$ cat src/sv/jse_pkg.sv
// Package: shared types, character constants and helpers for the JSON string escaper.
package jse_pkg;

    // Output byte counter width
    localparam int COUNT_WIDTH = 16;
    // Width of the capacity register
    localparam int CAP_WIDTH = 16;
    // Width used for the fit compare, wide enough for count + 1 and the capacity
    localparam int CMP_WIDTH = (COUNT_WIDTH + 1 > CAP_WIDTH) ? COUNT_WIDTH + 1 : CAP_WIDTH + 1;
    localparam logic [CAP_WIDTH-1:0] CAP_RESET = '1;

    // Escape index width: covers the longest sequence of six bytes
    localparam int IDX_WIDTH = 3;

    // Characters
    localparam logic [7:0] CH_NUL    = 8'h00;
    localparam logic [7:0] CH_QUOTE  = 8'h22;
    localparam logic [7:0] CH_BSLASH = 8'h5C;
    localparam logic [7:0] CH_SLASH  = 8'h2F;
    localparam logic [7:0] CH_BS     = 8'h08;
    localparam logic [7:0] CH_FF     = 8'h0C;
    localparam logic [7:0] CH_LF     = 8'h0A;
    localparam logic [7:0] CH_CR     = 8'h0D;
    localparam logic [7:0] CH_TAB    = 8'h09;
    localparam logic [7:0] CH_LOW_B  = 8'h62;
    localparam logic [7:0] CH_LOW_F  = 8'h66;
    localparam logic [7:0] CH_LOW_N  = 8'h6E;
    localparam logic [7:0] CH_LOW_R  = 8'h72;
    localparam logic [7:0] CH_LOW_T  = 8'h74;
    localparam logic [7:0] CH_LOW_U  = 8'h75;
    localparam logic [7:0] CH_ZERO   = 8'h30;
    localparam logic [7:0] CTRL_LIMIT = 8'h20;
    localparam logic [3:0] NIBBLE_MASK = 4'hF;

    // How a source byte is rendered
    typedef enum logic [1:0] {
        KIND_NONE    = 2'd0,   // nothing to emit
        KIND_PLAIN   = 2'd1,   // byte passes through
        KIND_SHORT   = 2'd2,   // backslash plus one letter
        KIND_UNICODE = 2'd3    // backslash u 0 0 hex hex
    } esc_kind_t;

    // One queue entry between front and back
    typedef struct packed {
        esc_kind_t  kind;
        logic [7:0] data;   // plain byte, short escape letter, or control byte
        logic       term;   // emit the terminator after the bytes
    } esc_op_t;

    // Short escape letter for a byte, or NUL when it has none
    function automatic logic [7:0] short_escape(input logic [7:0] c);
        logic [7:0] e;
        case (c)
            CH_QUOTE:  e = CH_QUOTE;
            CH_BSLASH: e = CH_BSLASH;
            CH_SLASH:  e = CH_SLASH;
            CH_BS:     e = CH_LOW_B;
            CH_FF:     e = CH_LOW_F;
            CH_LF:     e = CH_LOW_N;
            CH_CR:     e = CH_LOW_R;
            CH_TAB:    e = CH_LOW_T;
            default:   e = CH_NUL;
        endcase
        return e;
    endfunction

    // Lower-case hex digit
    function automatic logic [7:0] hex_digit(input logic [3:0] n);
        logic [7:0] d;
        case (n)
            4'h0: d = 8'h30;
            4'h1: d = 8'h31;
            4'h2: d = 8'h32;
            4'h3: d = 8'h33;
            4'h4: d = 8'h34;
            4'h5: d = 8'h35;
            4'h6: d = 8'h36;
            4'h7: d = 8'h37;
            4'h8: d = 8'h38;
            4'h9: d = 8'h39;
            4'hA: d = 8'h61;
            4'hB: d = 8'h62;
            4'hC: d = 8'h63;
            4'hD: d = 8'h64;
            4'hE: d = 8'h65;
            default: d = 8'h66;
        endcase
        return d;
    endfunction

    // Number of bytes in the rendering of one entry
    function automatic logic [IDX_WIDTH-1:0] kind_len(input esc_kind_t k);
        logic [IDX_WIDTH-1:0] n;
        case (k)
            KIND_PLAIN:   n = IDX_WIDTH'(1);
            KIND_SHORT:   n = IDX_WIDTH'(2);
            KIND_UNICODE: n = IDX_WIDTH'(6);
            default:      n = '0;
        endcase
        return n;
    endfunction

    // Byte number cnt fits when cnt + 1 < capacity and the counter is not saturated
    function automatic logic byte_fits(input logic [COUNT_WIDTH-1:0] cnt,
                                       input logic [CAP_WIDTH-1:0] cap);
        logic [CMP_WIDTH-1:0] nxt;
        logic [CMP_WIDTH-1:0] lim;
        nxt = CMP_WIDTH'(cnt) + CMP_WIDTH'(1);
        lim = CMP_WIDTH'(cap);
        return (nxt < lim) && (cnt != {COUNT_WIDTH{1'b1}});
    endfunction

endpackage

$ cat src/sv/jse_item_if.sv
// Interface: source byte channel with valid/ready handshake.
interface jse_item_if;
    logic       valid;
    logic       ready;
    logic [7:0] src_byte;
    logic       has_byte;
    logic       source_end;

    modport source (output valid, output src_byte, output has_byte, output source_end,
                    input ready);
    modport sink   (input valid, input src_byte, input has_byte, input source_end,
                    output ready);
endinterface

$ cat src/sv/jse_result_if.sv
// Interface: escaped result channel with valid/ready handshake.
interface jse_result_if;
    logic       valid;
    logic       ready;
    logic [7:0] out_byte;
    logic       run_last;
    logic       string_end;
    logic       status;

    modport source (output valid, output out_byte, output run_last, output string_end,
                    output status, input ready);
    modport sink   (input valid, input out_byte, input run_last, input string_end,
                    input status, output ready);
endinterface

$ cat src/sv/json_string_escaper.sv
// The first word caused by an input word passes through a queue slot, the entry register and the output register.
// Throughput: one result word per cycle from the single output register while the result side is ready; a plain
// byte gives one word, a short escape two, a \u00XX escape six, and the terminator one more.
// Input is taken whenever the two-entry queue has room, including while a result is stalled.
// Reset (rst_n, asynchronous, active low) clears counter, flags and queue; capacity returns to 65535.
module json_string_escaper (
    input  logic                          clk,
    input  logic                          rst_n,
    input  logic                          cfg_we,
    input  logic [jse_pkg::CAP_WIDTH-1:0] cfg_wdata,
    jse_item_if.sink                      item,
    jse_result_if.source                  result
);
    import jse_pkg::*;

    logic [CAP_WIDTH-1:0] capacity_reg;
    logic                 q_full;
    logic                 q_push;
    logic                 q_pop;
    logic                 q_not_empty;
    esc_op_t              push_op;
    esc_op_t              head_op;

    // Capacity register
    always_ff @(posedge clk or negedge rst_n)
    begin
        if (!rst_n)
        begin
            capacity_reg <= CAP_RESET;
        end
        else if (cfg_we)
        begin
            capacity_reg <= cfg_wdata;
        end
    end

    jse_front u_front (
        .clk    (clk),
        .rst_n  (rst_n),
        .item   (item),
        .q_full (q_full),
        .q_push (q_push),
        .q_op   (push_op)
    );

    jse_queue u_queue (
        .clk       (clk),
        .rst_n     (rst_n),
        .push      (q_push),
        .push_op   (push_op),
        .pop       (q_pop),
        .head_op   (head_op),
        .full      (q_full),
        .not_empty (q_not_empty)
    );

    jse_back u_back (
        .clk         (clk),
        .rst_n       (rst_n),
        .capacity    (capacity_reg),
        .head_op     (head_op),
        .q_not_empty (q_not_empty),
        .q_pop       (q_pop),
        .result      (result)
    );

`ifndef SYNTHESIS
    // Terminator always closes the run of its input word
    assert property (@(posedge clk) disable iff (!rst_n)
        result.valid && result.string_end |-> result.run_last)
        else $error("terminator without run_last");

    // Status only on the terminator, and the terminator carries a zero byte
    assert property (@(posedge clk) disable iff (!rst_n)
        result.valid && !result.string_end |-> !result.status)
        else $error("status set on a byte word");

    assert property (@(posedge clk) disable iff (!rst_n)
        result.valid && result.string_end |-> result.out_byte == CH_NUL)
        else $error("terminator byte not zero");

    // Never pop an empty queue
    assert property (@(posedge clk) disable iff (!rst_n)
        q_pop |-> q_not_empty)
        else $error("pop from empty queue");
`endif

endmodule

$ cat src/sv/jse_front.sv
// Front end: accepts source words, tracks the NUL state and classifies each byte.
module jse_front (
    input  logic            clk,
    input  logic            rst_n,
    jse_item_if.sink        item,
    input  logic            q_full,
    output logic            q_push,
    output jse_pkg::esc_op_t q_op
);
    import jse_pkg::*;

    logic       string_done_reg;
    logic       string_done_next;
    logic       accept;
    logic [7:0] esc;

    assign item.ready = !q_full;
    assign accept     = item.valid && item.ready;
    assign esc        = short_escape(item.src_byte);

    // Classify the incoming byte
    always_comb
    begin
        q_op.term = item.source_end;
        q_op.data = item.src_byte;
        q_op.kind = KIND_PLAIN;
        if (!item.has_byte || string_done_reg || item.src_byte == CH_NUL)
        begin
            q_op.kind = KIND_NONE;
        end
        else if (esc != CH_NUL)
        begin
            q_op.kind = KIND_SHORT;
            q_op.data = esc;
        end
        else if (item.src_byte < CTRL_LIMIT)
        begin
            q_op.kind = KIND_UNICODE;
        end
    end

    // Words that produce nothing are taken but not queued
    assign q_push = accept && (q_op.kind != KIND_NONE || item.source_end);

    // NUL ends the logical string until the end word
    always_comb
    begin
        string_done_next = string_done_reg;
        if (accept)
        begin
            if (item.source_end)
            begin
                string_done_next = 1'b0;
            end
            else if (item.has_byte && item.src_byte == CH_NUL)
            begin
                string_done_next = 1'b1;
            end
        end
    end

    always_ff @(posedge clk or negedge rst_n)
    begin
        if (!rst_n)
        begin
            string_done_reg <= 1'b0;
        end
        else
        begin
            string_done_reg <= string_done_next;
        end
    end

endmodule

$ cat src/sv/jse_queue.sv
// Two-entry queue between the classifier and the emitter.
module jse_queue (
    input  logic             clk,
    input  logic             rst_n,
    input  logic             push,
    input  jse_pkg::esc_op_t push_op,
    input  logic             pop,
    output jse_pkg::esc_op_t head_op,
    output logic             full,
    output logic             not_empty
);
    import jse_pkg::*;

    esc_op_t    slot_reg [2];
    logic       wr_ptr_reg;
    logic       rd_ptr_reg;
    logic [1:0] fill_reg;
    logic [1:0] fill_next;

    assign full      = (fill_reg == 2'd2);
    assign not_empty = (fill_reg != 2'd0);
    assign head_op   = slot_reg[rd_ptr_reg];

    always_comb
    begin
        fill_next = fill_reg;
        if (push && !pop)
        begin
            fill_next = fill_reg + 2'd1;
        end
        else if (pop && !push)
        begin
            fill_next = fill_reg - 2'd1;
        end
    end

    // Pointers and fill level
    always_ff @(posedge clk or negedge rst_n)
    begin
        if (!rst_n)
        begin
            wr_ptr_reg <= 1'b0;
            rd_ptr_reg <= 1'b0;
            fill_reg   <= 2'd0;
        end
        else
        begin
            if (push)
            begin
                wr_ptr_reg <= !wr_ptr_reg;
            end
            if (pop)
            begin
                rd_ptr_reg <= !rd_ptr_reg;
            end
            fill_reg <= fill_next;
        end
    end

    // Entry storage
    always_ff @(posedge clk)
    begin
        if (push)
        begin
            slot_reg[wr_ptr_reg] <= push_op;
        end
    end

endmodule

$ cat src/sv/jse_back.sv
// Back end: expands queued entries into output words, counts against capacity.
module jse_back (
    input  logic                          clk,
    input  logic                          rst_n,
    input  logic [jse_pkg::CAP_WIDTH-1:0] capacity,
    input  jse_pkg::esc_op_t              head_op,
    input  logic                          q_not_empty,
    output logic                          q_pop,
    jse_result_if.source                  result
);
    import jse_pkg::*;

    esc_op_t                op_reg;
    logic                   op_valid_reg;
    logic                   op_valid_next;
    logic [IDX_WIDTH-1:0]   idx_reg;
    logic [IDX_WIDTH-1:0]   idx_next;
    logic [COUNT_WIDTH-1:0] count_reg;
    logic [COUNT_WIDTH-1:0] count_next;
    logic [COUNT_WIDTH-1:0] count_inc;
    logic                   ovf_reg;
    logic                   ovf_next;
    logic                   out_valid_reg;
    logic                   out_valid_next;
    logic [7:0]             out_byte_reg;
    logic [7:0]             out_byte_next;
    logic                   run_last_reg;
    logic                   run_last_next;
    logic                   string_end_reg;
    logic                   string_end_next;
    logic                   status_reg;
    logic                   status_next;

    logic [IDX_WIDTH-1:0]   len;
    logic [IDX_WIDTH-1:0]   idx_inc;
    logic                   bytes_left;
    logic                   step;
    logic                   byte_go;
    logic                   more;
    logic                   done;
    logic [7:0]             cur_byte;

    assign len        = kind_len(op_reg.kind);
    assign idx_inc    = idx_reg + IDX_WIDTH'(1);
    assign count_inc  = count_reg + COUNT_WIDTH'(1);
    assign bytes_left = (idx_reg < len);
    assign step       = op_valid_reg && (!out_valid_reg || result.ready);
    assign byte_go    = bytes_left && !ovf_reg && byte_fits(count_reg, capacity);
    assign more       = (idx_inc < len) && byte_fits(count_inc, capacity);

    // Byte at the current position of the escape sequence
    always_comb
    begin
        cur_byte = op_reg.data;
        case (op_reg.kind)
            KIND_SHORT:
            begin
                if (idx_reg == '0)
                begin
                    cur_byte = CH_BSLASH;
                end
            end
            KIND_UNICODE:
            begin
                case (idx_reg)
                    IDX_WIDTH'(0): cur_byte = CH_BSLASH;
                    IDX_WIDTH'(1): cur_byte = CH_LOW_U;
                    IDX_WIDTH'(2): cur_byte = CH_ZERO;
                    IDX_WIDTH'(3): cur_byte = CH_ZERO;
                    IDX_WIDTH'(4): cur_byte = hex_digit(op_reg.data[7:4]);
                    default:       cur_byte = hex_digit(op_reg.data[3:0] & NIBBLE_MASK);
                endcase
            end
            default:
            begin
                cur_byte = op_reg.data;
            end
        endcase
    end

    // One step of the emitter
    always_comb
    begin
        idx_next        = idx_reg;
        count_next      = count_reg;
        ovf_next        = ovf_reg;
        done            = 1'b0;
        out_valid_next  = out_valid_reg && !result.ready;
        out_byte_next   = out_byte_reg;
        run_last_next   = run_last_reg;
        string_end_next = string_end_reg;
        status_next     = status_reg;
        if (step)
        begin
            if (byte_go)
            begin
                out_valid_next  = 1'b1;
                out_byte_next   = cur_byte;
                run_last_next   = !more && !op_reg.term;
                string_end_next = 1'b0;
                status_next     = 1'b0;
                count_next      = count_inc;
                idx_next        = idx_inc;
                // Sequence cut short by the capacity
                if (!more && (idx_inc < len))
                begin
                    ovf_next = 1'b1;
                end
                done = !more && !op_reg.term;
            end
            else
            begin
                done = 1'b1;
                if (op_reg.term)
                begin
                    out_valid_next  = 1'b1;
                    out_byte_next   = CH_NUL;
                    run_last_next   = 1'b1;
                    string_end_next = 1'b1;
                    status_next     = ovf_reg || bytes_left || (capacity == '0);
                    count_next      = '0;
                    ovf_next        = 1'b0;
                end
                else if (bytes_left)
                begin
                    ovf_next = 1'b1;
                end
            end
        end
    end

    // Load the next entry as soon as the current one finishes
    assign q_pop = q_not_empty && (!op_valid_reg || (step && done));

    always_comb
    begin
        op_valid_next = op_valid_reg;
        if (step && done)
        begin
            op_valid_next = 1'b0;
        end
        if (q_pop)
        begin
            op_valid_next = 1'b1;
        end
    end

    // Control state
    always_ff @(posedge clk or negedge rst_n)
    begin
        if (!rst_n)
        begin
            op_valid_reg  <= 1'b0;
            idx_reg       <= '0;
            count_reg     <= '0;
            ovf_reg       <= 1'b0;
            out_valid_reg <= 1'b0;
        end
        else
        begin
            op_valid_reg  <= op_valid_next;
            idx_reg       <= q_pop ? '0 : idx_next;
            count_reg     <= count_next;
            ovf_reg       <= ovf_next;
            out_valid_reg <= out_valid_next;
        end
    end

    // Payload
    always_ff @(posedge clk)
    begin
        if (q_pop)
        begin
            op_reg <= head_op;
        end
        out_byte_reg   <= out_byte_next;
        run_last_reg   <= run_last_next;
        string_end_reg <= string_end_next;
        status_reg     <= status_next;
    end

    assign result.valid      = out_valid_reg;
    assign result.out_byte   = out_byte_reg;
    assign result.run_last   = run_last_reg;
    assign result.string_end = string_end_reg;
    assign result.status     = status_reg;

endmodule

$ cat src/flat_wrapper.sv
// flat-port wrapper written by rule: the top's interface ports become plain ports
module json_string_escaper_flat import jse_pkg::*;
  (clk, rst_n, cfg_we, cfg_wdata, item_valid, item_src_byte, item_has_byte, item_source_end, item_ready, result_valid, result_out_byte, result_run_last, result_string_end, result_status, result_ready);
  jse_item_if item_i ();
  jse_result_if result_i ();
  input  logic clk;
  input  logic rst_n;
  input  logic cfg_we;
  input  logic [jse_pkg::CAP_WIDTH-1:0] cfg_wdata;
  input wire logic [$bits(item_i.valid)-1:0] item_valid;
  input wire logic [$bits(item_i.src_byte)-1:0] item_src_byte;
  input wire logic [$bits(item_i.has_byte)-1:0] item_has_byte;
  input wire logic [$bits(item_i.source_end)-1:0] item_source_end;
  output wire logic [$bits(item_i.ready)-1:0] item_ready;
  output wire logic [$bits(result_i.valid)-1:0] result_valid;
  output wire logic [$bits(result_i.out_byte)-1:0] result_out_byte;
  output wire logic [$bits(result_i.run_last)-1:0] result_run_last;
  output wire logic [$bits(result_i.string_end)-1:0] result_string_end;
  output wire logic [$bits(result_i.status)-1:0] result_status;
  input wire logic [$bits(result_i.ready)-1:0] result_ready;
  assign item_i.valid = item_valid;
  assign item_i.src_byte = item_src_byte;
  assign item_i.has_byte = item_has_byte;
  assign item_i.source_end = item_source_end;
  assign item_ready = item_i.ready;
  assign result_valid = result_i.valid;
  assign result_out_byte = result_i.out_byte;
  assign result_run_last = result_i.run_last;
  assign result_string_end = result_i.string_end;
  assign result_status = result_i.status;
  assign result_i.ready = result_ready;
  json_string_escaper u_core (.clk(clk), .rst_n(rst_n), .cfg_we(cfg_we), .cfg_wdata(cfg_wdata), .item(item_i), .result(result_i));
endmodule
$ cat config.mk
export PLATFORM = sky130hd
export DESIGN_NAME = json_string_escaper_flat
export DESIGN_NICKNAME = d
export VERILOG_FILES = /design/src/sv/jse_pkg.sv /design/src/sv/jse_item_if.sv /design/src/sv/jse_result_if.sv /design/src/sv/json_string_escaper.sv /design/src/sv/jse_front.sv /design/src/sv/jse_queue.sv /design/src/sv/jse_back.sv /design/src/flat_wrapper.sv
export SDC_FILE = /design/constraint.sdc
export NUM_CORES = 1
export LEC_CHECK = 0
export CAP_MARGIN = 40
export CORE_MARGIN = 2
export CORE_UTILIZATION = 40
export DETAILED_ROUTE_END_ITERATION = 10
export DONT_BUFFER_PORTS = 1
export GPL_TIMING_DRIVEN = 0
export HOLD_SLACK_MARGIN = 0.05
export MAX_ROUTING_LAYER = met4
export PLACE_DENSITY_LB_ADDON = 0.25
export SLEW_MARGIN = 5
export SYNTH_ARGS = -nofsm -noshare
export SYNTH_HDL_FRONTEND = slang
export SYNTH_HIERARCHICAL = 1
export SYNTH_SLANG_ARGS = --single-unit
$ cat constraint.sdc
create_clock -name clk -period 6.8 [get_ports clk]
set_input_delay 0.68 -clock clk [delete_from_list [all_inputs] [get_ports clk]]
set_output_delay 0.68 -clock clk [all_outputs]
set_load 0.005 [all_outputs]
Yosys cells after proc, flatten, opt, wreduce, memory -nomap -nowiden
Memories as Yosys holds them, arrays and structs flattened. A register that Yosys moved wholly into a read port is not among the register bits.
Index checks and enable logic that the tools add are counted.

storage, ports and cells
  register bits = 54
  memory bits (writable) = 22
  bits in read-only memories = 192
  bits of input ports = 31
  output and inout port bits = 13
  logic and storage cells = 137
  memories kept = 3

memories
  memory                   depth  bits a word  rd ports  clocked after Yosys merged registers in  wr ports  line             source
  (name not given)         16     6            1         0                                        0         jse_pkg.sv:70    case (n)
  (name not given)         16     6            1         0                                        0         jse_pkg.sv:70
  u_core.u_queue.slot_reg  2      11           1         1                                        1         jse_queue.sv:14  esc_op_t slot_reg [2];

cells by class
  add/sub/neg operators = 6
  $lt $le $gt $ge = 5
  equal/unequal tests = 19
  multiplexer cells = 37
  reduce and logical (&&, ||, !) cells = 53

operators with widths
  kind                     count
  $pmux W7 S8              1
  $eq A8 B4 Y1 const B     5
  $mux W8                  5
  $add A16 B1 Y17 const B  2
  $lt A17 B16 Y1           2
  $mux W16                 2
  $ne A16 B16 Y1 const B   2
  $pmux W8 S4              1
  $mux W1                  18
  $add A16 B1 Y16 const B  1
  $eq A8 B6 Y1 const B     2
  $logic_and A1 B1 Y1      16
  $logic_not A16 Y1        1
  $pmux W8 S2              1
  $reduce_bool A2 Y1       8
  $logic_not A1 Y1         12
  $mux W2                  5
  $mux W3                  3
  $pmux W3 S3              1
  $eq A8 B7 Y1 const B     1
  $logic_not A8 Y1         1
  $lt A8 B6 Y1 const B     1
  $reduce_bool A8 Y1       1
  $logic_or A1 B1 Y1       7
  15 further kinds         21

Depth between registers and ports, before layout
  depth in word-level cells = 15
  depth in mapped cells = 26
  depth with buffers taken out = 25

Cells and area by module
Netlist, hierarchy kept.

modules (own cells, without submodules)
  module               instances  cells each  area each (um2)  sequential area each (um2)
  jse_back             1          480         4277.9           1451.4
  jse_queue            1          50          1019.7           760.7
  json_string_escaper  1          34          669.4            420.4
  jse_front            1          68          491.7            25.0

Worst setup path before layout
No wires, ideal clock.

  path kind = reg-to-reg
  start = register u_core.u_back.count_reg[1]
  end = register (tool-made name)
  library setup time = 141 ps
  arrival = 4776 ps
  data required time = 6659 ps
  slack = 1883 ps
  cell stages (with the launch flop) = 23
  buffers on the path = 2
  clock period less this slack = 4917 ps
  path through = dfrtp_1 -> ha_1 -> buf_4 -> or4b_2 -> o21ai_0 -> o2bb2ai_1 -> nand2_1 -> nor3_1 -> nand2_1 -> xnor2_1 -> ha_1 -> o21ai_0 -> nand2b_1 -> nand3_1 -> a2111o_1 -> a41o_1 -> o2111a_2 -> nor2_8 -> buf_12 -> mux2i_1 -> ha_1 -> a311oi_1 -> a221oi_1

RTL lines
  item                    line             source
  from (decl)             jse_back.sv:18   logic [COUNT_WIDTH-1:0] count_reg;
  from (signal assigned)  jse_back.sv:163  count_reg <= count_next;

==> metrics.log <==
INFO  metric run_status = finished clean
INFO  metric sequentialPowerShare = 36.3%
INFO  metric drive_above_1_share = 15.1%
INFO  metric hold_class = input port to asynchronous set/reset pin
INFO  metric detail_route.drc_violations = 0
INFO  metric hold_slack = 0.153 ns
INFO  metric fillerInstances = 1485
INFO  metric design.portCount = 44
INFO  metric timing_worst_slew_pin_value = 0.657 ns
INFO  metric relSlewSlack = 55.9%
INFO  metric endpoint_kind = flop
INFO  metric final.setup.tns = 0 ns
INFO  metric post_drt_via_cell_ratio = 5.49
INFO  metric dpl.hpwl = 10.9 mm
INFO  metric postRouteAntennaNets = 0
INFO  metric totalWireLength = 14.3 mm
INFO  metric placed_cell_areas = 6740 um2
INFO  metric hold_violations = 0
INFO  metric vdd_drop_max = 0.178 mV
INFO  metric grt_first_pass_wirelength = 23.7 mm
INFO  metric power.share.switching = 40.7%
INFO  metric n_antenna_cell = 0
INFO  metric cts_buffers = 9
INFO  metric synth_warnings = 6
INFO  metric timing.final.crit_share = 85.7%
INFO  metric drt-pass1-iter-count = 5
INFO  metric synth.lib_cells_used.distinct = 83
INFO  metric core_area = 15800 um2
INFO  metric finish.net_count = 722
INFO  metric buffer_ports.inserted = 0
INFO  metric initial_core_utilization = 40.8%
INFO  metric count_of_flip_flops_with_a_built_in_enable_after_synthesis = 44
INFO  metric path_delay_family = simple AND/OR/NAND/NOR gates
INFO  metric fp.dieH = 131 um
INFO  metric fin_skew = 0.00704 ns
INFO  metric combinational_fraction_of_design_power = 45.7%
INFO  metric detail_route.iter0.violations = 306
INFO  metric gr-usage-all-layers = 18.2%
INFO  metric grt_max_degree = 28
INFO  metric postLayoutCellArea = 7040 um2
INFO  metric die_area = 17200 um2
INFO  metric routedWlPerCell = 16.5 um
INFO  metric cp_slowest_cell = sky130_fd_sc_hd__xnor2_1
INFO  metric max_capacitance_violation_count = 0
INFO  metric synth_area = 6460 um2
INFO  metric htree_levels = 3
INFO  metric worstSetupStartpointType = flop
INFO  metric critical-path-top-cell-by-count = sky130_fd_sc_hd__ha_1
INFO  metric grt_pass1_vias = 4610
INFO  metric timing.critical_path.buf_inv = 2
INFO  metric crit_fanout = 22
INFO  metric num_vias = 4755
INFO  metric portion_of_the_post_synthesis_area_used_by_sequential_elements = 41.1%
INFO  metric p_leak = 3.00 nW
INFO  metric worst_setup_hold_path_clk_slew = 0.07 ns
INFO  metric syn-instance-count = 632
INFO  metric report.final.slew_viol_count = 0
INFO  metric max_clock_freq = 172 MHz
INFO  metric cts_setup_buffers = 0
INFO  metric synth-async-reset-ratio = 43.4%
INFO  metric intPower = 1.61 mW
INFO  metric grt_remaining_overflow = 0
INFO  metric std_cell_rows = 46
INFO  metric cts.repair.resized = 0
INFO  metric power_density = 387 nW/um2
INFO  metric gp_routability_congestion = 0.884
INFO  metric die_w = 131 um
INFO  metric grt_antenna_before_repair = 0
INFO  metric postSynthAreaPerCell = 10.2 um2
INFO  metric ys_seq_elements = 99
INFO  metric path_class = flop to flop
INFO  metric clock_power_share = 18.1%
INFO  metric worst_skew_pair.late_latency = 0.35 ns
INFO  metric timing.final.setup_violations = 0
INFO  metric cts_tree = done
INFO  metric timing.critical_path.cells = ha_1, buf_4, nand3_4, nor2_1, nand2_1, xnor2_1, nand4_1, nor2_1, xnor2_1, ha_1, o21ai_0, nand2b_1, nand3_1, a2111o_1, a41o_1, o2111a_2, nor2_8, buf_12, mux2i_1, ha_1, a311oi_1, a221oi_1
INFO  metric cts.hold.buffers_added = 1
INFO  metric power.net_switching = 1.11 mW
INFO  metric clk_root_buffer_cell = sky130_fd_sc_hd__clkbuf_16
INFO  metric crit_path_max_cell_delay = 0.54 ns
INFO  metric grt_setup_unrepaired = no
INFO  metric dominantRegCellSynth = sky130_fd_sc_hd__edfxtp_1
INFO  metric cts-root-to-sink-buffers = 2
INFO  metric clock-sinks = 99
INFO  metric min_period = 5.83 ns
INFO  metric cp.required = 7.01 ns
INFO  metric mappedNetlistNets = 709
INFO  metric area_delta_synth_final = 9.03%
INFO  metric critical_path_arrival = 6.04 ns
## metal layers
layer	GRT usage, %	up-vias	part of all wire (%)
met5	-	-	0
met4	7.32	0	1.8
met3	2.60	15	4.2
met2	26.2	123	43
met1	26.0	2300	51
li1	-	2317	-
## Yosys cell counts, drive strengths merged (4+ instances only)
master | count | area (um2)
nor4 | 7 | 58.8
nor2 | 53 | 215
mux2 | 28 | 387
a31oi | 8 | 65.1
a211oi | 6 | 45.0
dfrtp | 27 | 676
a21boi | 4 | 30.0
and3 | 7 | 43.8
o21ai | 26 | 130
nand3 | 33 | 190
dfxtp | 12 | 240
and2 | 5 | 31.3
clkbuf | 14 | 52.6
nor2b | 6 | 37.5
a31o | 5 | 43.8
o211ai | 4 | 30.0
a21oi | 27 | 135
xor2 | 16 | 148
nor3 | 11 | 60.1
nand2 | 37 | 141
buf | 14 | 126
xnor2 | 20 | 175
and4 | 4 | 35.0
edfxtp | 44 | 1320
a21o | 11 | 82.6
ha | 46 | 576
nand4 | 8 | 50.1
dfstp | 16 | 420
mux2i | 9 | 90.1
inv | 59 | 221
## path summary, 6_finish.rpt
path	startpoint	to	slack, ns	cells past startpoint
worst min register to register	u_core/u_queue/wr_ptr_reg	u_core/u_queue/wr_ptr_reg	0.49	1
worst max-delay path	u_core/u_back/count_reg[1]	flop	0.97	22
worst min-delay path	rst_n	u_core/u_back/count_reg[2]	0.15	1
max in group asynchronous	rst_n	u_core/u_queue/wr_ptr_reg	6.48	1
min in group clk	item_source_end	u_core/u_front/string_done_reg	0.42	1
worst max register to register	u_core/u_back/count_reg[1]	flop	0.97	22
## cells by family (layout without fill, tap and decap cells)
family          count (synthesis)  in the layout  share of synthesized area [%]
simple gates                  198            198                           16.9
compound gates                129            129                           14.5
flops                          99             99                           41.1
buf+inv                        87            105                           6.20
fa+ha+maj                      46             46                           8.91
mux                            37             37                           7.38
xor+xnor                       36             36                           5.00
## cell type report
class / instances / area (um2) / area share [%]
plain buffers: 28 / 179 / 2.54
flip-flops and latches: 99 / 2660 / 37.7
clock inverters: 7 / 60.1 / 0.853
repair buffers: 2 / 27.5 / 0.391
well taps: 216 / 270 / 3.84
inverters: 59 / 221 / 3.14
multi-input cells: 446 / 3400 / 48.3
clock buffers: 9 / 225 / 3.20
## per-stage QoR
stage	instances	power [mW]	util [%]	setup WS, ns
after floorplan	632	1.92	-	1.88
after global placement	848	2.20	42.5	1.19
after detailed placement	849	2.23	42.6	1.11
after CTS	866	2.74	44.5	1.07
after global routing	866	2.93	44.5	0.533
final	866	2.72	44.5	0.974
## cell usage in the layout (no fill, tap or decap), types with 19 or more instances in the layout
cell type	netlist	routed
sky130_fd_sc_hd__nor2_1	52	52
sky130_fd_sc_hd__a21oi_1	27	27
sky130_fd_sc_hd__dfrtp_1	27	27
sky130_fd_sc_hd__ha_1	46	46
sky130_fd_sc_hd__o21ai_0	24	24
sky130_fd_sc_hd__inv_1	59	59
sky130_fd_sc_hd__nand3_1	31	31
sky130_fd_sc_hd__mux2_4	19	19
sky130_fd_sc_hd__edfxtp_1	44	44
sky130_fd_sc_hd__xnor2_1	20	20
sky130_fd_sc_hd__nand2_1	36	36
## power groups by stage
stage	registers (mW)	clock network [mW]	logic [mW]
final	0.987	0.492	1.24
after global routing	1.01	0.529	1.39
after CTS	0.988	0.509	1.24
after detailed placement	0.999	0	1.23
after global placement	0.996	0	1.20
after floorplan	0.953	0	0.968
(Power assumes the default switching activity.)
